## src/rtl/tsoprms_pkg.sv

```systemverilog
// ----------------------------------------------------------------------------
// tsoprms_pkg
// Shared widths, constants, command codes and control structs of the
// two-state order parameter RMS error unit.
// ----------------------------------------------------------------------------
package tsoprms_pkg;

    localparam int FRAC_BITS     = 16;
    localparam int MIX_SHIFT     = 14;
    localparam int VAL_W         = 16;
    localparam int MODEL_W       = 18;
    localparam int RMS_W         = 20;
    localparam int SUM_W         = 48;
    localparam int MAX_ITEMS_DEF = 1024;
    localparam int MUL_W         = 32;
    localparam int PROD_W        = 2 * MUL_W;
    localparam int ACC_W         = PROD_W + 2;
    localparam int PR_W          = 48;
    localparam int NUM_W         = 2 * MODEL_W;
    localparam int DIV_NUM_W     = NUM_W + FRAC_BITS;
    localparam int DIV_DEN_W     = 32;
    localparam int SQRT_OP_W     = 42;
    localparam int MEAN_W        = 40 - FRAC_BITS + 1;
    localparam int ADDR_W        = 4;
    localparam int DATA_W        = 32;

    localparam logic [MODEL_W-1:0]   MODEL_MAX  = '1;
    localparam logic [RMS_W-1:0]     RMS_MAX    = '1;
    localparam logic [SUM_W-1:0]     SUM_MAX    = '1;
    localparam logic [DIV_NUM_W-1:0] MEAN_LIMIT = DIV_NUM_W'(1) << (40 - FRAC_BITS);

    // Configuration register indexes.
    localparam logic [1:0] REG_WEIGHT_FIRST  = 2'd0;
    localparam logic [1:0] REG_WEIGHT_SECOND = 2'd1;
    localparam logic [1:0] REG_MODE          = 2'd2;

    typedef logic [3:0] t_mul_sel;
    localparam t_mul_sel MUL_NONE    = 4'd0;
    localparam t_mul_sel MUL_W1_S    = 4'd1;
    localparam t_mul_sel MUL_W2_C    = 4'd2;
    localparam t_mul_sel MUL_W1_W1   = 4'd3;
    localparam t_mul_sel MUL_P_S     = 4'd4;
    localparam t_mul_sel MUL_W2_W2   = 4'd5;
    localparam t_mul_sel MUL_P_C     = 4'd6;
    localparam t_mul_sel MUL_S_C     = 4'd7;
    localparam t_mul_sel MUL_W1_W2   = 4'd8;
    localparam t_mul_sel MUL_P_R     = 4'd9;
    localparam t_mul_sel MUL_TLO_MAG = 4'd10;
    localparam t_mul_sel MUL_THI_MAG = 4'd11;
    localparam t_mul_sel MUL_D_D     = 4'd12;
    localparam t_mul_sel MUL_M_M     = 4'd13;

    typedef logic [2:0] t_acc_sel;
    localparam t_acc_sel ACC_HOLD     = 3'd0;
    localparam t_acc_sel ACC_LOAD     = 3'd1;
    localparam t_acc_sel ACC_ADD      = 3'd2;
    localparam t_acc_sel ACC_LOAD_SH  = 3'd3;
    localparam t_acc_sel ACC_ADD_SH   = 3'd4;
    localparam t_acc_sel ACC_CROSS_LO = 3'd5;
    localparam t_acc_sel ACC_CROSS_HI = 3'd6;

    typedef logic [1:0] t_rms_sel;
    localparam t_rms_sel RMS_ZERO = 2'd0;
    localparam t_rms_sel RMS_SAT  = 2'd1;
    localparam t_rms_sel RMS_ROOT = 2'd2;

    localparam logic SRC_ITEM = 1'b0;
    localparam logic SRC_MEAN = 1'b1;

    typedef struct packed {
        logic [VAL_W-1:0] weight_first;
        logic [VAL_W-1:0] weight_second;
        logic             interaction_mode;
    } t_cfg;

    typedef struct packed {
        logic     load_in;
        t_mul_sel mul_sel;
        t_acc_sel acc_sel;
        logic     t_load;
        logic     num_load;
        logic     model_load;
        logic     sqrt_start;
        logic     sqrt_src;
        logic     div_start;
        logic     div_src;
        logic     err_accum;
        logic     fault_set;
        logic     rms_load;
        t_rms_sel rms_sel;
        logic     out_load;
    } t_cmd;

    typedef struct packed {
        logic mode;
        logic m_zero;
        logic count_full;
        logic count_zero;
        logic last;
        logic mean_big;
        logic div_done;
        logic div_busy;
        logic sqrt_done;
    } t_stat;

endpackage

```

## src/rtl/tsoprms_if.sv

```systemverilog
// ----------------------------------------------------------------------------
// tsoprms_in_if / tsoprms_out_if
// Valid/ready channels for residue words and result words.
// ----------------------------------------------------------------------------
interface tsoprms_in_if;
    logic                                valid;
    logic                                ready;
    logic [tsoprms_pkg::VAL_W-1:0]        semi_value;
    logic [tsoprms_pkg::VAL_W-1:0]        close_value;
    logic [tsoprms_pkg::VAL_W-1:0]        measured_value;
    logic signed [tsoprms_pkg::VAL_W-1:0] cross_term;
    logic                                last_item;

    modport source (output valid, semi_value, close_value, measured_value, cross_term,
                    last_item, input ready);
    modport sink (input valid, semi_value, close_value, measured_value, cross_term,
                  last_item, output ready);
endinterface

interface tsoprms_out_if;
    logic                            valid;
    logic                            ready;
    logic [tsoprms_pkg::MODEL_W-1:0] model_value;
    logic [tsoprms_pkg::RMS_W-1:0]   rms_error;
    logic                            rms_valid;
    logic                            divide_fault;

    modport source (output valid, model_value, rms_error, rms_valid, divide_fault,
                    input ready);
    modport sink (input valid, model_value, rms_error, rms_valid, divide_fault,
                  output ready);
endinterface

```

## src/rtl/tsoprms_div.sv

```systemverilog
// ----------------------------------------------------------------------------
// tsoprms_div
// Restoring unsigned divider, one quotient bit per cycle.
// ----------------------------------------------------------------------------
module tsoprms_div #(
    parameter int NUM_W = tsoprms_pkg::DIV_NUM_W,
    parameter int DEN_W = tsoprms_pkg::DIV_DEN_W
) (
    input  logic             i_clk,
    input  logic             i_rst_n,
    input  logic             i_start,
    input  logic [NUM_W-1:0] i_num,
    input  logic [DEN_W-1:0] i_den,
    output logic             o_busy,
    output logic             o_done,
    output logic [NUM_W-1:0] o_quot
);
    localparam int CW = $clog2(NUM_W);

    logic             r_busy;
    logic             r_done;
    logic [CW-1:0]    r_cnt;
    logic [DEN_W-1:0] r_rem;
    logic [DEN_W-1:0] r_den;
    logic [NUM_W-1:0] r_quot;
    logic [DEN_W:0]   trial;
    logic [DEN_W:0]   diff;
    logic             ge;

    always_comb begin
        trial = {r_rem, r_quot[NUM_W-1]};
        diff  = trial - {1'b0, r_den};
        ge    = trial >= {1'b0, r_den};
    end

    always_ff @(posedge i_clk) begin
        if (!i_rst_n) begin
            r_busy <= 1'b0;
            r_done <= 1'b0;
            r_cnt  <= '0;
        end else begin
            r_done <= 1'b0;
            if (i_start) begin
                r_busy <= 1'b1;
                r_cnt  <= '0;
            end else if (r_busy) begin
                r_cnt <= r_cnt + 1'b1;
                if (r_cnt == CW'(NUM_W - 1)) begin
                    r_busy <= 1'b0;
                    r_done <= 1'b1;
                end
            end
        end
    end

    // The numerator shifts out at the top while quotient bits shift in below.
    always_ff @(posedge i_clk) begin
        if (i_start) begin
            r_rem  <= '0;
            r_den  <= i_den;
            r_quot <= i_num;
        end else if (r_busy) begin
            r_rem  <= ge ? diff[DEN_W-1:0] : trial[DEN_W-1:0];
            r_quot <= {r_quot[NUM_W-2:0], ge};
        end
    end

    assign o_busy = r_busy;
    assign o_done = r_done;
    assign o_quot = r_quot;
endmodule

```

## src/rtl/tsoprms_sqrt.sv

```systemverilog
// ----------------------------------------------------------------------------
// tsoprms_sqrt
// Digit-by-digit integer square root, one root bit per cycle (floor).
// ----------------------------------------------------------------------------
module tsoprms_sqrt #(
    parameter int OP_W = tsoprms_pkg::SQRT_OP_W
) (
    input  logic                i_clk,
    input  logic                i_rst_n,
    input  logic                i_start,
    input  logic [OP_W-1:0]     i_op,
    output logic                o_done,
    output logic [OP_W/2-1:0]   o_root
);
    localparam int RES_W = OP_W / 2;
    localparam int CW    = $clog2(RES_W);

    logic             r_busy;
    logic             r_done;
    logic [CW-1:0]    r_cnt;
    logic [OP_W-1:0]  r_op;
    logic [RES_W+1:0] r_rem;
    logic [RES_W-1:0] r_root;
    logic [RES_W+3:0] trial;
    logic [RES_W+3:0] sub;
    logic [RES_W+3:0] diff;
    logic             ge;

    always_comb begin
        trial = {r_rem, r_op[OP_W-1:OP_W-2]};
        sub   = {2'b00, r_root, 2'b01};
        diff  = trial - sub;
        ge    = trial >= sub;
    end

    always_ff @(posedge i_clk) begin
        if (!i_rst_n) begin
            r_busy <= 1'b0;
            r_done <= 1'b0;
            r_cnt  <= '0;
        end else begin
            r_done <= 1'b0;
            if (i_start) begin
                r_busy <= 1'b1;
                r_cnt  <= '0;
            end else if (r_busy) begin
                r_cnt <= r_cnt + 1'b1;
                if (r_cnt == CW'(RES_W - 1)) begin
                    r_busy <= 1'b0;
                    r_done <= 1'b1;
                end
            end
        end
    end

    always_ff @(posedge i_clk) begin
        if (i_start) begin
            r_op   <= i_op;
            r_rem  <= '0;
            r_root <= '0;
        end else if (r_busy) begin
            r_op   <= r_op << 2;
            r_rem  <= ge ? diff[RES_W+1:0] : trial[RES_W+1:0];
            r_root <= {r_root[RES_W-2:0], ge};
        end
    end

    assign o_done = r_done;
    assign o_root = r_root;
endmodule

```

## src/rtl/tsoprms_dp.sv

```systemverilog
// ----------------------------------------------------------------------------
// tsoprms_dp
// Datapath: input capture, shared multiplier, mixing accumulator, error sum,
// divider, square-root unit and the output word register.
// ----------------------------------------------------------------------------
module tsoprms_dp #(
    parameter int MAX_ITEMS = tsoprms_pkg::MAX_ITEMS_DEF
) (
    input  logic                                  i_clk,
    input  logic                                  i_rst_n,
    input  tsoprms_pkg::t_cfg                     i_cfg,
    input  tsoprms_pkg::t_cmd                     i_cmd,
    output tsoprms_pkg::t_stat                    o_stat,
    input  logic [tsoprms_pkg::VAL_W-1:0]         i_semi_value,
    input  logic [tsoprms_pkg::VAL_W-1:0]         i_close_value,
    input  logic [tsoprms_pkg::VAL_W-1:0]         i_measured_value,
    input  logic signed [tsoprms_pkg::VAL_W-1:0]  i_cross_term,
    input  logic                                  i_last_item,
    output logic [tsoprms_pkg::MODEL_W-1:0]       o_model_value,
    output logic [tsoprms_pkg::RMS_W-1:0]         o_rms_error,
    output logic                                  o_rms_valid,
    output logic                                  o_divide_fault
);
    localparam int VAL_W     = tsoprms_pkg::VAL_W;
    localparam int MODEL_W   = tsoprms_pkg::MODEL_W;
    localparam int RMS_W     = tsoprms_pkg::RMS_W;
    localparam int SUM_W     = tsoprms_pkg::SUM_W;
    localparam int MUL_W     = tsoprms_pkg::MUL_W;
    localparam int PROD_W    = tsoprms_pkg::PROD_W;
    localparam int ACC_W     = tsoprms_pkg::ACC_W;
    localparam int PR_W      = tsoprms_pkg::PR_W;
    localparam int NUM_W     = tsoprms_pkg::NUM_W;
    localparam int DIV_NUM_W = tsoprms_pkg::DIV_NUM_W;
    localparam int DIV_DEN_W = tsoprms_pkg::DIV_DEN_W;
    localparam int SQRT_OP_W = tsoprms_pkg::SQRT_OP_W;
    localparam int RES_W     = SQRT_OP_W / 2;
    localparam int MEAN_W    = tsoprms_pkg::MEAN_W;
    localparam int CNT_W     = $clog2(MAX_ITEMS + 1);
    localparam int SH_LIN    = tsoprms_pkg::FRAC_BITS;
    localparam int SH_INT    = 2 * tsoprms_pkg::FRAC_BITS + tsoprms_pkg::MIX_SHIFT;

    logic [VAL_W-1:0]     r_s;
    logic [VAL_W-1:0]     r_c;
    logic [VAL_W-1:0]     r_m;
    logic [VAL_W-1:0]     r_p;
    logic                 r_last;
    logic [PROD_W-1:0]    r_prod;
    logic [PR_W-1:0]      r_t;
    logic [ACC_W-1:0]     r_acc;
    logic [MODEL_W-1:0]   r_model;
    logic [NUM_W-1:0]     r_num;
    logic [SUM_W-1:0]     r_sum;
    logic [CNT_W-1:0]     r_count;
    logic                 r_fault;
    logic [RMS_W-1:0]     r_rms;
    logic [MODEL_W-1:0]   r_out_model;
    logic [RMS_W-1:0]     r_out_rms;
    logic                 r_out_last;
    logic                 r_out_fault;

    logic [MUL_W-1:0]     mul_a;
    logic [MUL_W-1:0]     mul_b;
    logic [PROD_W-1:0]    mul_res;
    logic [ACC_W-1:0]     prod_x;
    logic [ACC_W-1:0]     n_acc;
    logic                 cross_neg;
    logic [VAL_W-1:0]     mag;
    logic [MODEL_W-1:0]   d;
    logic [ACC_W-1:0]     mix_shifted;
    logic [MODEL_W-1:0]   model_sat;
    logic [DIV_NUM_W-1:0] div_num;
    logic [DIV_DEN_W-1:0] div_den;
    logic [DIV_NUM_W-1:0] div_quot;
    logic                 div_busy;
    logic                 div_done;
    logic [SQRT_OP_W-1:0] sqrt_op;
    logic [RES_W-1:0]     root;
    logic                 sqrt_done;
    logic [SUM_W-1:0]     q_sat;
    logic [SUM_W:0]       sum_add;
    logic [RMS_W-1:0]     root_sat;

    always_comb begin
        cross_neg = r_p[VAL_W-1];
        mag       = cross_neg ? (~r_p + 1'b1) : r_p;
        d         = (r_model > MODEL_W'(r_m)) ? (r_model - MODEL_W'(r_m))
                                              : (MODEL_W'(r_m) - r_model);
    end

    always_comb begin
        case (i_cmd.mul_sel)
            tsoprms_pkg::MUL_W1_S: begin
                mul_a = MUL_W'(i_cfg.weight_first);
                mul_b = MUL_W'(r_s);
            end
            tsoprms_pkg::MUL_W2_C: begin
                mul_a = MUL_W'(i_cfg.weight_second);
                mul_b = MUL_W'(r_c);
            end
            tsoprms_pkg::MUL_W1_W1: begin
                mul_a = MUL_W'(i_cfg.weight_first);
                mul_b = MUL_W'(i_cfg.weight_first);
            end
            tsoprms_pkg::MUL_P_S: begin
                mul_a = r_prod[MUL_W-1:0];
                mul_b = MUL_W'(r_s);
            end
            tsoprms_pkg::MUL_W2_W2: begin
                mul_a = MUL_W'(i_cfg.weight_second);
                mul_b = MUL_W'(i_cfg.weight_second);
            end
            tsoprms_pkg::MUL_P_C: begin
                mul_a = r_prod[MUL_W-1:0];
                mul_b = MUL_W'(r_c);
            end
            tsoprms_pkg::MUL_S_C: begin
                mul_a = MUL_W'(r_s);
                mul_b = MUL_W'(r_c);
            end
            tsoprms_pkg::MUL_W1_W2: begin
                mul_a = MUL_W'(i_cfg.weight_first);
                mul_b = MUL_W'(i_cfg.weight_second);
            end
            tsoprms_pkg::MUL_P_R: begin
                mul_a = r_prod[MUL_W-1:0];
                mul_b = MUL_W'(root);
            end
            tsoprms_pkg::MUL_TLO_MAG: begin
                mul_a = r_t[MUL_W-1:0];
                mul_b = MUL_W'(mag);
            end
            tsoprms_pkg::MUL_THI_MAG: begin
                mul_a = MUL_W'(r_t[PR_W-1:MUL_W]);
                mul_b = MUL_W'(mag);
            end
            tsoprms_pkg::MUL_D_D: begin
                mul_a = MUL_W'(d);
                mul_b = MUL_W'(d);
            end
            tsoprms_pkg::MUL_M_M: begin
                mul_a = MUL_W'(r_m);
                mul_b = MUL_W'(r_m);
            end
            default: begin
                mul_a = '0;
                mul_b = '0;
            end
        endcase
        mul_res = PROD_W'(mul_a) * PROD_W'(mul_b);
    end

    // The accumulator is two's complement; the cross term may pull it negative.
    always_comb begin
        prod_x = ACC_W'(r_prod);
        case (i_cmd.acc_sel)
            tsoprms_pkg::ACC_LOAD:     n_acc = prod_x;
            tsoprms_pkg::ACC_ADD:      n_acc = r_acc + prod_x;
            tsoprms_pkg::ACC_LOAD_SH:  n_acc = prod_x << tsoprms_pkg::MIX_SHIFT;
            tsoprms_pkg::ACC_ADD_SH:   n_acc = r_acc + (prod_x << tsoprms_pkg::MIX_SHIFT);
            tsoprms_pkg::ACC_CROSS_LO: n_acc = cross_neg ? (r_acc - prod_x) : (r_acc + prod_x);
            tsoprms_pkg::ACC_CROSS_HI: n_acc = cross_neg ? (r_acc - (prod_x << MUL_W))
                                                         : (r_acc + (prod_x << MUL_W));
            default:                   n_acc = r_acc;
        endcase
    end

    always_comb begin
        mix_shifted = i_cfg.interaction_mode ? (r_acc >> SH_INT) : (r_acc >> SH_LIN);
        if (r_acc[ACC_W-1]) begin
            model_sat = '0;
        end else if (mix_shifted > ACC_W'(tsoprms_pkg::MODEL_MAX)) begin
            model_sat = tsoprms_pkg::MODEL_MAX;
        end else begin
            model_sat = mix_shifted[MODEL_W-1:0];
        end
    end

    always_comb begin
        if (i_cmd.div_src == tsoprms_pkg::SRC_MEAN) begin
            div_num = DIV_NUM_W'(r_sum);
            div_den = DIV_DEN_W'(r_count);
        end else begin
            div_num = DIV_NUM_W'(r_num) << tsoprms_pkg::FRAC_BITS;
            div_den = r_prod[DIV_DEN_W-1:0];
        end
        if (i_cmd.sqrt_src == tsoprms_pkg::SRC_MEAN) begin
            sqrt_op = SQRT_OP_W'(div_quot[MEAN_W-1:0]) << tsoprms_pkg::FRAC_BITS;
        end else begin
            sqrt_op = SQRT_OP_W'(r_prod[MUL_W-1:0]);
        end
        q_sat    = (div_quot > DIV_NUM_W'(tsoprms_pkg::SUM_MAX)) ? tsoprms_pkg::SUM_MAX
                                                                 : div_quot[SUM_W-1:0];
        sum_add  = {1'b0, r_sum} + {1'b0, q_sat};
        root_sat = (root > RES_W'(tsoprms_pkg::RMS_MAX)) ? tsoprms_pkg::RMS_MAX
                                                         : root[RMS_W-1:0];
    end

    tsoprms_div #(
        .NUM_W (DIV_NUM_W),
        .DEN_W (DIV_DEN_W)
    ) u_div (
        .i_clk   (i_clk),
        .i_rst_n (i_rst_n),
        .i_start (i_cmd.div_start),
        .i_num   (div_num),
        .i_den   (div_den),
        .o_busy  (div_busy),
        .o_done  (div_done),
        .o_quot  (div_quot)
    );

    tsoprms_sqrt #(
        .OP_W (SQRT_OP_W)
    ) u_sqrt (
        .i_clk   (i_clk),
        .i_rst_n (i_rst_n),
        .i_start (i_cmd.sqrt_start),
        .i_op    (sqrt_op),
        .o_done  (sqrt_done),
        .o_root  (root)
    );

    always_ff @(posedge i_clk) begin
        if (i_cmd.load_in) begin
            r_s    <= i_semi_value;
            r_c    <= i_close_value;
            r_m    <= i_measured_value;
            r_p    <= i_cross_term;
            r_last <= i_last_item;
        end
        if (i_cmd.mul_sel != tsoprms_pkg::MUL_NONE) begin
            r_prod <= mul_res;
        end
        r_acc <= n_acc;
        if (i_cmd.t_load) begin
            r_t <= r_prod[PR_W-1:0];
        end
        if (i_cmd.num_load) begin
            r_num <= r_prod[NUM_W-1:0];
        end
        if (i_cmd.model_load) begin
            r_model <= model_sat;
        end
        if (i_cmd.rms_load) begin
            case (i_cmd.rms_sel)
                tsoprms_pkg::RMS_SAT:  r_rms <= tsoprms_pkg::RMS_MAX;
                tsoprms_pkg::RMS_ROOT: r_rms <= root_sat;
                default:               r_rms <= '0;
            endcase
        end
        if (i_cmd.out_load) begin
            r_out_model <= r_model;
            r_out_rms   <= r_rms;
            r_out_last  <= r_last;
            r_out_fault <= r_fault;
        end
    end

    // Set state: the running sum, the count and the sticky fault clear
    // when the last word of a set is handed to the output register.
    always_ff @(posedge i_clk) begin
        if (!i_rst_n) begin
            r_sum   <= '0;
            r_count <= '0;
            r_fault <= 1'b0;
        end else if (i_cmd.out_load && r_last) begin
            r_sum   <= '0;
            r_count <= '0;
            r_fault <= 1'b0;
        end else begin
            if (i_cmd.err_accum) begin
                r_sum   <= sum_add[SUM_W] ? tsoprms_pkg::SUM_MAX : sum_add[SUM_W-1:0];
                r_count <= r_count + 1'b1;
            end
            if (i_cmd.fault_set) begin
                r_fault <= 1'b1;
            end
        end
    end

    always_comb begin
        o_stat.mode       = i_cfg.interaction_mode;
        o_stat.m_zero     = (r_m == '0);
        o_stat.count_full = (r_count >= CNT_W'(MAX_ITEMS));
        o_stat.count_zero = (r_count == '0);
        o_stat.last       = r_last;
        o_stat.mean_big   = (div_quot > tsoprms_pkg::MEAN_LIMIT);
        o_stat.div_done   = div_done;
        o_stat.div_busy   = div_busy;
        o_stat.sqrt_done  = sqrt_done;
    end

    assign o_model_value  = r_out_model;
    assign o_rms_error    = r_out_rms;
    assign o_rms_valid    = r_out_last;
    assign o_divide_fault = r_out_fault;
endmodule

```

## src/rtl/tsoprms_ctrl.sv

```systemverilog
// ----------------------------------------------------------------------------
// tsoprms_ctrl
// Sequencer: steps the datapath through mixing, error and RMS phases and
// runs the input and output handshakes.
// ----------------------------------------------------------------------------
module tsoprms_ctrl (
    input  logic               i_clk,
    input  logic               i_rst_n,
    input  logic               i_in_valid,
    output logic               o_in_ready,
    output logic               o_out_valid,
    input  logic               i_out_ready,
    input  tsoprms_pkg::t_stat i_stat,
    output tsoprms_pkg::t_cmd  o_cmd
);
    localparam logic [4:0] S_IDLE  = 5'd0;
    localparam logic [4:0] S_L1    = 5'd1;
    localparam logic [4:0] S_L2    = 5'd2;
    localparam logic [4:0] S_L3    = 5'd3;
    localparam logic [4:0] S_I1    = 5'd4;
    localparam logic [4:0] S_I2    = 5'd5;
    localparam logic [4:0] S_I3    = 5'd6;
    localparam logic [4:0] S_I4    = 5'd7;
    localparam logic [4:0] S_I5    = 5'd8;
    localparam logic [4:0] S_I6    = 5'd9;
    localparam logic [4:0] S_SQW   = 5'd10;
    localparam logic [4:0] S_I7    = 5'd11;
    localparam logic [4:0] S_I8    = 5'd12;
    localparam logic [4:0] S_I9    = 5'd13;
    localparam logic [4:0] S_I10   = 5'd14;
    localparam logic [4:0] S_I11   = 5'd15;
    localparam logic [4:0] S_MODEL = 5'd16;
    localparam logic [4:0] S_ERR   = 5'd17;
    localparam logic [4:0] S_E2    = 5'd18;
    localparam logic [4:0] S_E3    = 5'd19;
    localparam logic [4:0] S_E4    = 5'd20;
    localparam logic [4:0] S_FIN   = 5'd21;
    localparam logic [4:0] S_F2    = 5'd22;
    localparam logic [4:0] S_F3    = 5'd23;
    localparam logic [4:0] S_F4    = 5'd24;
    localparam logic [4:0] S_OUT   = 5'd25;

    logic [4:0]        r_state;
    logic [4:0]        n_state;
    logic              r_out_valid;
    logic              n_out_valid;
    tsoprms_pkg::t_cmd cmd;

    always_comb begin
        cmd         = '0;
        n_state     = r_state;
        n_out_valid = r_out_valid && !i_out_ready;
        unique case (r_state)
            S_IDLE: begin
                if (i_in_valid) begin
                    cmd.load_in = 1'b1;
                    n_state     = i_stat.mode ? S_I1 : S_L1;
                end
            end
            S_L1: begin
                cmd.mul_sel = tsoprms_pkg::MUL_W1_S;
                n_state     = S_L2;
            end
            S_L2: begin
                cmd.acc_sel = tsoprms_pkg::ACC_LOAD;
                cmd.mul_sel = tsoprms_pkg::MUL_W2_C;
                n_state     = S_L3;
            end
            S_L3: begin
                cmd.acc_sel = tsoprms_pkg::ACC_ADD;
                n_state     = S_MODEL;
            end
            S_I1: begin
                cmd.mul_sel = tsoprms_pkg::MUL_W1_W1;
                n_state     = S_I2;
            end
            S_I2: begin
                cmd.mul_sel = tsoprms_pkg::MUL_P_S;
                n_state     = S_I3;
            end
            S_I3: begin
                cmd.acc_sel = tsoprms_pkg::ACC_LOAD_SH;
                cmd.mul_sel = tsoprms_pkg::MUL_W2_W2;
                n_state     = S_I4;
            end
            S_I4: begin
                cmd.mul_sel = tsoprms_pkg::MUL_P_C;
                n_state     = S_I5;
            end
            S_I5: begin
                cmd.acc_sel = tsoprms_pkg::ACC_ADD_SH;
                cmd.mul_sel = tsoprms_pkg::MUL_S_C;
                n_state     = S_I6;
            end
            S_I6: begin
                cmd.sqrt_start = 1'b1;
                cmd.sqrt_src   = tsoprms_pkg::SRC_ITEM;
                cmd.mul_sel    = tsoprms_pkg::MUL_W1_W2;
                n_state        = S_SQW;
            end
            S_SQW: begin
                if (i_stat.sqrt_done) begin
                    n_state = S_I7;
                end
            end
            S_I7: begin
                cmd.mul_sel = tsoprms_pkg::MUL_P_R;
                n_state     = S_I8;
            end
            S_I8: begin
                cmd.t_load = 1'b1;
                n_state    = S_I9;
            end
            S_I9: begin
                cmd.mul_sel = tsoprms_pkg::MUL_TLO_MAG;
                n_state     = S_I10;
            end
            S_I10: begin
                cmd.acc_sel = tsoprms_pkg::ACC_CROSS_LO;
                cmd.mul_sel = tsoprms_pkg::MUL_THI_MAG;
                n_state     = S_I11;
            end
            S_I11: begin
                cmd.acc_sel = tsoprms_pkg::ACC_CROSS_HI;
                n_state     = S_MODEL;
            end
            S_MODEL: begin
                cmd.model_load = 1'b1;
                n_state        = S_ERR;
            end
            S_ERR: begin
                if (i_stat.m_zero) begin
                    cmd.fault_set = 1'b1;
                    n_state       = S_FIN;
                end else if (i_stat.count_full) begin
                    n_state = S_FIN;
                end else begin
                    cmd.mul_sel = tsoprms_pkg::MUL_D_D;
                    n_state     = S_E2;
                end
            end
            S_E2: begin
                cmd.num_load = 1'b1;
                cmd.mul_sel  = tsoprms_pkg::MUL_M_M;
                n_state      = S_E3;
            end
            S_E3: begin
                cmd.div_start = 1'b1;
                cmd.div_src   = tsoprms_pkg::SRC_ITEM;
                n_state       = S_E4;
            end
            S_E4: begin
                if (i_stat.div_done) begin
                    cmd.err_accum = 1'b1;
                    n_state       = S_FIN;
                end
            end
            S_FIN: begin
                if (!i_stat.last || i_stat.count_zero) begin
                    cmd.rms_load = 1'b1;
                    cmd.rms_sel  = tsoprms_pkg::RMS_ZERO;
                    n_state      = S_OUT;
                end else begin
                    cmd.div_start = 1'b1;
                    cmd.div_src   = tsoprms_pkg::SRC_MEAN;
                    n_state       = S_F2;
                end
            end
            S_F2: begin
                if (i_stat.div_done) begin
                    n_state = S_F3;
                end
            end
            S_F3: begin
                // The divider holds the mean, which feeds the root unit.
                cmd.div_src = tsoprms_pkg::SRC_MEAN;
                if (i_stat.mean_big) begin
                    cmd.rms_load = 1'b1;
                    cmd.rms_sel  = tsoprms_pkg::RMS_SAT;
                    n_state      = S_OUT;
                end else begin
                    cmd.sqrt_start = 1'b1;
                    cmd.sqrt_src   = tsoprms_pkg::SRC_MEAN;
                    n_state        = S_F4;
                end
            end
            S_F4: begin
                if (i_stat.sqrt_done) begin
                    cmd.rms_load = 1'b1;
                    cmd.rms_sel  = tsoprms_pkg::RMS_ROOT;
                    n_state      = S_OUT;
                end
            end
            S_OUT: begin
                if (!r_out_valid || i_out_ready) begin
                    cmd.out_load = 1'b1;
                    n_out_valid  = 1'b1;
                    n_state      = S_IDLE;
                end
            end
            default: begin
                n_state = S_IDLE;
            end
        endcase
    end

    always_ff @(posedge i_clk) begin
        if (!i_rst_n) begin
            r_state     <= S_IDLE;
            r_out_valid <= 1'b0;
        end else begin
            r_state     <= n_state;
            r_out_valid <= n_out_valid;
        end
    end

    assign o_cmd       = cmd;
    assign o_in_ready  = (r_state == S_IDLE);
    assign o_out_valid = r_out_valid;
endmodule

```

## src/rtl/two_state_order_parameter_rms_error_unit.sv

```systemverilog
// ----------------------------------------------------------------------------
// two_state_order_parameter_rms_error_unit
// Mixes two order parameters per residue, accumulates squared relative
// errors and reports the RMS error on the last residue of a set.
// ----------------------------------------------------------------------------
// One residue word is worked at a time. An interaction-mode word takes longer
// than a linear-mode word, as it adds a pass through the shared square-root
// unit. The last word of a set with counted words also divides the error sum
// by the count and, unless the mean is too large, takes the root of the mean.
// The bit-serial divider is shared between the per-word error and the mean.
// A finished result waits in an output register, so the next
// word is accepted while the previous result is still pending.
module two_state_order_parameter_rms_error_unit #(
    parameter int MAX_ITEMS = tsoprms_pkg::MAX_ITEMS_DEF
) (
    input  logic                                i_clk,
    input  logic                                i_rst_n,
    tsoprms_in_if.sink                          i_in,
    tsoprms_out_if.source                       o_out,
    input  logic                                psel,
    input  logic                                penable,
    input  logic                                pwrite,
    input  logic [tsoprms_pkg::ADDR_W-1:0]      paddr,
    input  logic [tsoprms_pkg::DATA_W-1:0]      pwdata,
    output logic [tsoprms_pkg::DATA_W-1:0]      prdata,
    output logic                                pready
);
    localparam int VAL_W  = tsoprms_pkg::VAL_W;
    localparam int DATA_W = tsoprms_pkg::DATA_W;
    localparam int ADDR_W = tsoprms_pkg::ADDR_W;

    tsoprms_pkg::t_cfg  r_cfg;
    tsoprms_pkg::t_cmd  cmd;
    tsoprms_pkg::t_stat stat;
    logic               wr_en;
    logic [1:0]         reg_idx;

    assign pready  = 1'b1;
    assign wr_en   = psel && penable && pwrite && pready;
    assign reg_idx = paddr[ADDR_W-1:2];

    always_ff @(posedge i_clk) begin
        if (!i_rst_n) begin
            r_cfg <= '0;
        end else if (wr_en) begin
            unique case (reg_idx)
                tsoprms_pkg::REG_WEIGHT_FIRST:  r_cfg.weight_first     <= pwdata[VAL_W-1:0];
                tsoprms_pkg::REG_WEIGHT_SECOND: r_cfg.weight_second    <= pwdata[VAL_W-1:0];
                tsoprms_pkg::REG_MODE:          r_cfg.interaction_mode <= pwdata[0];
                default: begin
                end
            endcase
        end
    end

    always_comb begin
        unique case (reg_idx)
            tsoprms_pkg::REG_WEIGHT_FIRST:  prdata = DATA_W'(r_cfg.weight_first);
            tsoprms_pkg::REG_WEIGHT_SECOND: prdata = DATA_W'(r_cfg.weight_second);
            tsoprms_pkg::REG_MODE:          prdata = DATA_W'(r_cfg.interaction_mode);
            default:                        prdata = '0;
        endcase
    end

    tsoprms_ctrl u_ctrl (
        .i_clk       (i_clk),
        .i_rst_n     (i_rst_n),
        .i_in_valid  (i_in.valid),
        .o_in_ready  (i_in.ready),
        .o_out_valid (o_out.valid),
        .i_out_ready (o_out.ready),
        .i_stat      (stat),
        .o_cmd       (cmd)
    );

    tsoprms_dp #(
        .MAX_ITEMS (MAX_ITEMS)
    ) u_dp (
        .i_clk            (i_clk),
        .i_rst_n          (i_rst_n),
        .i_cfg            (r_cfg),
        .i_cmd            (cmd),
        .o_stat           (stat),
        .i_semi_value     (i_in.semi_value),
        .i_close_value    (i_in.close_value),
        .i_measured_value (i_in.measured_value),
        .i_cross_term     (i_in.cross_term),
        .i_last_item      (i_in.last_item),
        .o_model_value    (o_out.model_value),
        .o_rms_error      (o_out.rms_error),
        .o_rms_valid      (o_out.rms_valid),
        .o_divide_fault   (o_out.divide_fault)
    );

`ifndef SYNTH
    // A word is worked alone: the input closes right after an acceptance.
    a_ready_drops: assert property (@(posedge i_clk) disable iff (!i_rst_n)
        (i_in.valid && i_in.ready) |=> !i_in.ready)
        else $error("input stayed ready after a word was accepted");

    a_rms_zero: assert property (@(posedge i_clk) disable iff (!i_rst_n)
        (o_out.valid && !o_out.rms_valid) |-> (o_out.rms_error == '0))
        else $error("rms error nonzero on a word that is not last");

    a_div_idle: assert property (@(posedge i_clk) disable iff (!i_rst_n)
        cmd.div_start |-> !stat.div_busy)
        else $error("divider started while busy");
`endif
endmodule

```

## src/flat_wrapper.sv

```systemverilog
// flat-port wrapper written by rule: the top's interface ports become plain ports
module two_state_order_parameter_rms_error_unit_flat 
#(
    parameter int MAX_ITEMS = tsoprms_pkg::MAX_ITEMS_DEF
)
  (i_clk, i_rst_n, psel, penable, pwrite, paddr, pwdata, prdata, pready, i_in_valid, i_in_semi_value, i_in_close_value, i_in_measured_value, i_in_cross_term, i_in_last_item, i_in_ready, o_out_valid, o_out_model_value, o_out_rms_error, o_out_rms_valid, o_out_divide_fault, o_out_ready);
  tsoprms_in_if i_in_i ();
  tsoprms_out_if o_out_i ();
  input  logic i_clk;
  input  logic i_rst_n;
  input  logic psel;
  input  logic penable;
  input  logic pwrite;
  input  logic [tsoprms_pkg::ADDR_W-1:0] paddr;
  input  logic [tsoprms_pkg::DATA_W-1:0] pwdata;
  output logic [tsoprms_pkg::DATA_W-1:0] prdata;
  output logic pready;
  input wire logic [$bits(i_in_i.valid)-1:0] i_in_valid;
  input wire logic [$bits(i_in_i.semi_value)-1:0] i_in_semi_value;
  input wire logic [$bits(i_in_i.close_value)-1:0] i_in_close_value;
  input wire logic [$bits(i_in_i.measured_value)-1:0] i_in_measured_value;
  input wire logic [$bits(i_in_i.cross_term)-1:0] i_in_cross_term;
  input wire logic [$bits(i_in_i.last_item)-1:0] i_in_last_item;
  output wire logic [$bits(i_in_i.ready)-1:0] i_in_ready;
  output wire logic [$bits(o_out_i.valid)-1:0] o_out_valid;
  output wire logic [$bits(o_out_i.model_value)-1:0] o_out_model_value;
  output wire logic [$bits(o_out_i.rms_error)-1:0] o_out_rms_error;
  output wire logic [$bits(o_out_i.rms_valid)-1:0] o_out_rms_valid;
  output wire logic [$bits(o_out_i.divide_fault)-1:0] o_out_divide_fault;
  input wire logic [$bits(o_out_i.ready)-1:0] o_out_ready;
  assign i_in_i.valid = i_in_valid;
  assign i_in_i.semi_value = i_in_semi_value;
  assign i_in_i.close_value = i_in_close_value;
  assign i_in_i.measured_value = i_in_measured_value;
  assign i_in_i.cross_term = i_in_cross_term;
  assign i_in_i.last_item = i_in_last_item;
  assign i_in_ready = i_in_i.ready;
  assign o_out_valid = o_out_i.valid;
  assign o_out_model_value = o_out_i.model_value;
  assign o_out_rms_error = o_out_i.rms_error;
  assign o_out_rms_valid = o_out_i.rms_valid;
  assign o_out_divide_fault = o_out_i.divide_fault;
  assign o_out_i.ready = o_out_ready;
  two_state_order_parameter_rms_error_unit #(.MAX_ITEMS(MAX_ITEMS)) u_core (.i_clk(i_clk), .i_rst_n(i_rst_n), .i_in(i_in_i), .o_out(o_out_i), .psel(psel), .penable(penable), .pwrite(pwrite), .paddr(paddr), .pwdata(pwdata), .prdata(prdata), .pready(pready));
endmodule
```

## config.mk

```make
export PLATFORM = sky130hd
export DESIGN_NAME = two_state_order_parameter_rms_error_unit_flat
export DESIGN_NICKNAME = d
export VERILOG_FILES = /design/src/rtl/tsoprms_pkg.sv /design/src/rtl/tsoprms_if.sv /design/src/rtl/tsoprms_div.sv /design/src/rtl/tsoprms_sqrt.sv /design/src/rtl/tsoprms_dp.sv /design/src/rtl/tsoprms_ctrl.sv /design/src/rtl/two_state_order_parameter_rms_error_unit.sv /design/src/flat_wrapper.sv
export SDC_FILE = /design/constraint.sdc
export NUM_CORES = 2
export LEC_CHECK = 0
export ABC_AREA = 1
export BUFFER_PORTS_ARGS = -buffer_cell sky130_fd_sc_hd__buf_2
export CORE_MARGIN = 4
export CORE_UTILIZATION = 51
export DETAILED_ROUTE_END_ITERATION = 10
export PLACE_DENSITY = 0.66
export RECOVER_POWER = 50
export SLEW_MARGIN = 20
export SYNTH_ARGS = -nofsm -noshare
export SYNTH_HDL_FRONTEND = slang
export SYNTH_SLANG_ARGS = --single-unit
```

## constraint.sdc

```tcl
create_clock -name i_clk -period 8.6 [get_ports i_clk]
set_clock_uncertainty 0.05 [all_clocks]
set_input_delay 1.72 -clock i_clk [delete_from_list [all_inputs] [get_ports i_clk]]
set_output_delay 1.72 -clock i_clk [all_outputs]
set_load 0.02 [all_outputs]
```

==> results.txt <==
* Violated checks: max-capacitance violations, max-slew violations, negative setup slack
* Total chip power: 26.1 mW
- Once layout is done, the placed cells without fillers occupy 0.0885 mm2.
- Counting I/O delays and the setup requirement, the final critical path takes 8.63 ns.
- After synthesis, flip-flops and latches occupy 23.4% of the total area.
* Crit-path max FO: 17
- Relative to the synthesized area, the layout overhead comes to 14.4%.
* Transition time at the pin with the least slew margin: 3.03 ns
- Total half-perimeter wirelength after legalization and detailed placement: 271000 um
* Clock net sink count: 665
- In this run the vertical extent of the chip is 397 um.
- Number of different library cells in the post-synthesis netlist: 67
- Final estimated routing congestion in global placement: 1.10
* Placement-stage worst setup slack: -0.434 ns
- For this run, the slowest stage of the critical path takes 0.66 ns.
- Drt total wl: 331000 um
- Hold Slack: 0.371 ns
- Measured along the x axis, the die boundary spans 397 um.
- Number of iterations in the first detailed-routing pass: 7
- CTS HTree Levels: 3
- The post-route netlist has 9.83% of its cells at a drive strength greater than 1.
- End point of the critical path: u_core.u_dp.r_prod[44]$_DFFE_PP_
- Violation count after the first detailed-routing iteration: 9689
- Most repeated library cell on the critical path: fa_1
- Global routing consumed, over all layers together, 40.8% of the routing resources.
* Register bit count reported by yosys: 665
- The mapped netlist covers 0.0773 mm2.
* Worst R2R Start: u_core.u_ctrl.r_state[1]$_SDFFE_PN0P_
- In the routed layout, each cell is associated on average with a via count of 5.82.
- Once detail routing completed, the nets flagged for antenna violations numbered 0.
- Number of standard cells in the final layout excluding fillers: 13700
- Via count: 79700
- Based on the critical path, the design can be clocked at up to 116 MHz.
- Count of cells along the worst register-to-register path: 35
- After synthesis, the share of flip-flops with an asynchronous set or reset is 0%.
- STA classifies the critical path endpoint as a flop.
- In this run the cell area measured after placement is 0.0846 mm2.
- In this run the worst setup path begins at u_core.u_ctrl.r_state[1]$_SDFFE_PN0P_.
- Min setup slack post-route: -0.0328 ns
- After detailed routing, the average wire length per cell comes to 24.1 um.
* Site Rows: 142
- After technology mapping, the gate count stands at 11000.
- TritonCTS Buffers: 78
- Run status: finished, violations left
- Arrival time worst endpoint: 9.02 ns
- The via count of the first global-routing pass was 75700.
* Number of nets in the final layout: 12800
- Number of endpoints failing setup at the final stage: 3
* Overall die area: 0.158 mm2
* Hold Violations, Final: 0
- Final slew viol count: 627
- Type of the most critical hold path: flop to flop
- After clock tree synthesis, the flow added hold-fix buffers numbering 0.
- Top FF cell, synth: edfxtp_1
- GRT overflow: 0
- Maximum number of pins on one net before global-route repair: 88
- Headroom to the max-slew limit: -102%
- Dividing total power by cell area gives a power density of 294 mW/mm2.
* Post-Place Cells: 13500
- After routing, the total negative slack on setup checks comes to -0.0727 ns.
- After clock tree synthesis, the clock-pin slew on the worst setup and hold paths is 0.07 ns.
- The synthesized design contains 475 enable-type register cells.
- Category of the critical setup timing path: flop to flop
* Maximum resistive drop on vdd: 0.209 mV
- Setup repair after global routing could not meet its margin everywhere.
- Global-route wire length before repair: 480000 um
- For this configuration, the core starts out at a cell density of 51.5%.
- After floorplanning, the core was sized to cover 0.150 mm2.
- Data on the critical path is required at its endpoint by 8.99 ns.
* Clock tree from TritonCTS: done
- Reg-to-reg critical path endpoint: u_core.u_dp.r_prod[44]$_DFFE_PP_
- Reported leakage power: 44.0 nW
- Buffer type at the clock tree root: clkbuf_16
- The later pin in the worst-skew pair is clocked with a latency of 0.72 ns.
- Across all register-to-register paths, the minimum setup slack is -0.03 ns.
- Setup crit start kind: flop
- Number of remaining DRC errors: 0
* Total of max-cap violations: 18
- Cell with the biggest individual delay on the critical path: a211oi_1
* Number of port buffers: 147
* Synth Warn #: 0
- Post-Syn Area per Cell: 7.00 um2
- The worst path uses 100% of the clock period.
- Number of antenna violations at the first check in global routing: 11
- Measured on the finished design, the core utilization comes to 58.9%.
- Worst-case clock buffer depth: 3
- I/O pin count: 183
## cells by family (layout without fill, tap and decap cells)
group	Yosys count	in the layout	share of synthesized area [%]
compound gates	1792	1792	13.0
xor+xnor	230	230	2.60
fa+ha+maj	1091	1091	23.3
buf+inv	2452	3073	12.2
flops	665	665	23.4
other cells	2	23	0.00971
simple gates	4812	4812	25.6
## critical path: cells and delay by family, from the launching register on
family | cells | cell delay, ns
adders and majority gates | 8 | 3.96
and+or+nand+nor | 13 | 1.70
AOI/OAI and AO/OA | 5 | 1.15
buffers and inverters | 8 | 0.81
DFF | 1 | 0.53
xor gates and xnor gates | 1 | 0.14
## Yosys cell counts, types with 50 or more instances
| library cell | number | share of area, % |
|---|---|---|
| xnor2_1 | 52 | 0.59 |
| nand4_1 | 123 | 0.99 |
| xor2_1 | 178 | 2.0 |
| nand2_1 | 2760 | 13 |
| ha_1 | 514 | 8.3 |
| o21ai_0 | 672 | 4.3 |
| a21oi_1 | 678 | 4.4 |
| o211ai_1 | 50 | 0.49 |
| nor3_1 | 107 | 0.69 |
| nor4_1 | 51 | 0.41 |
| edfxtp_1 | 475 | 18 |
| inv_1 | 2068 | 10 |
| o21bai_1 | 76 | 0.74 |
| o22ai_1 | 66 | 0.53 |
| fa_1 | 577 | 15 |
| nor2_1 | 1073 | 5.2 |
| dfxtp_1 | 190 | 4.9 |
| clkbuf_1 | 199 | 0.97 |
| a31oi_1 | 53 | 0.43 |
| nand3_1 | 582 | 3.8 |
| buf_2 | 109 | 0.71 |
## flip-flops by register name, indices dropped and copies added (netlist names), 21 cells and up
signal / count
u_core.u_dp.u_div.r_rem: 32
u_core.u_dp.r_sum: 48
u_core.u_dp.r_acc: 66
u_core.r_cfg: 33
u_core.u_dp.u_sqrt.r_op: 42
u_core.u_dp.r_prod: 56
u_core.u_dp.r_t: 48
u_core.u_dp.u_sqrt.o_root: 21
u_core.u_dp.u_div.r_den: 32
u_core.u_dp.r_num: 36
u_core.u_dp.u_sqrt.r_rem: 23
u_core.u_dp.u_div.o_quot: 52
## power by group
part / internal [mW] / switching [mW] / leakage [nW]
Clock: 2.02 / 1.54 / 1.28
Sequential: 4.23 / 0.673 / 5.97
Combinational: 5.17 / 12.4 / 36.7
Total: 11.4 / 14.7 / 44.0
## layout by cell type, fill, tap and decap left out, types with 49 or more instances in the layout
cell	count
clkbuf_16	79
nor2_1	1030
clkbuf_1	148
edfxtp_1	475
o21bai_1	71
xor2_1	178
nand2_1	2731
inv_1	2057
buf_4	538
fa_1	556
o21ai_0	643
o22ai_1	66
nand4_1	123
dfxtp_1	190
ha_1	477
a31oi_1	49
xnor2_1	51
a21oi_1	637
nand3_1	564
nor3_1	102
o211ai_1	50
buf_2	96
## how the worst min path moves through the flow
stage	start	to	cells past startpoint
floorplan	u_core.u_dp.r_rms[0]$_SDFFCE_PN0P_	u_core.u_dp.o_rms_error[0]$_DFFE_PP_	0
global placement	u_core.u_dp.r_rms[5]$_SDFFCE_PN0P_	u_core.u_dp.o_rms_error[5]$_DFFE_PP_	0
detailed placement	u_core.u_dp.r_rms[2]$_SDFFCE_PN0P_	u_core.u_dp.o_rms_error[2]$_DFFE_PP_	0
CTS	u_core.u_dp.r_rms[2]$_SDFFCE_PN0P_	u_core.u_dp.o_rms_error[2]$_DFFE_PP_	0
global route	u_core.u_dp.r_rms[7]$_SDFFCE_PN0P_	u_core.u_dp.o_rms_error[7]$_DFFE_PP_	0
finish	u_core.u_dp.r_rms[7]$_SDFFCE_PN0P_	u_core.u_dp.o_rms_error[7]$_DFFE_PP_	0
## metal layers
| layer | part of all wire, % | wire (um) | GRT usage (%) | up-vias |
|---|---|---|---|---|
| met5 | 0.037 | 122 | 0 | - |
| met4 | 6.3 | 20800 | 20.5 | 10 |
| met3 | 11 | 37800 | 10.2 | 938 |
| met2 | 42 | 140000 | 61.1 | 4583 |
| met1 | 40 | 133000 | 54.8 | 37900 |
| li1 | - | - | - | 36300 |
## repair_timing
action,4_1_cts,5_1_grt
resized for setup,124,180
endpoints found under the setup margin,36,39
pin swaps,45,65
setup buffers,13,20
gates cloned,1,0
## layout make-up
type	count	area, um2
repair buffers	833	6190
diodes	6	15.0
flip-flops and latches	665	18100
clock inverters	45	618
well taps	2016	2520
inverters	2095	7870
multi-input cells	7942	51200
fillers	14300	61800
clock buffers	100	2080
(Power assumes the default switching activity.)
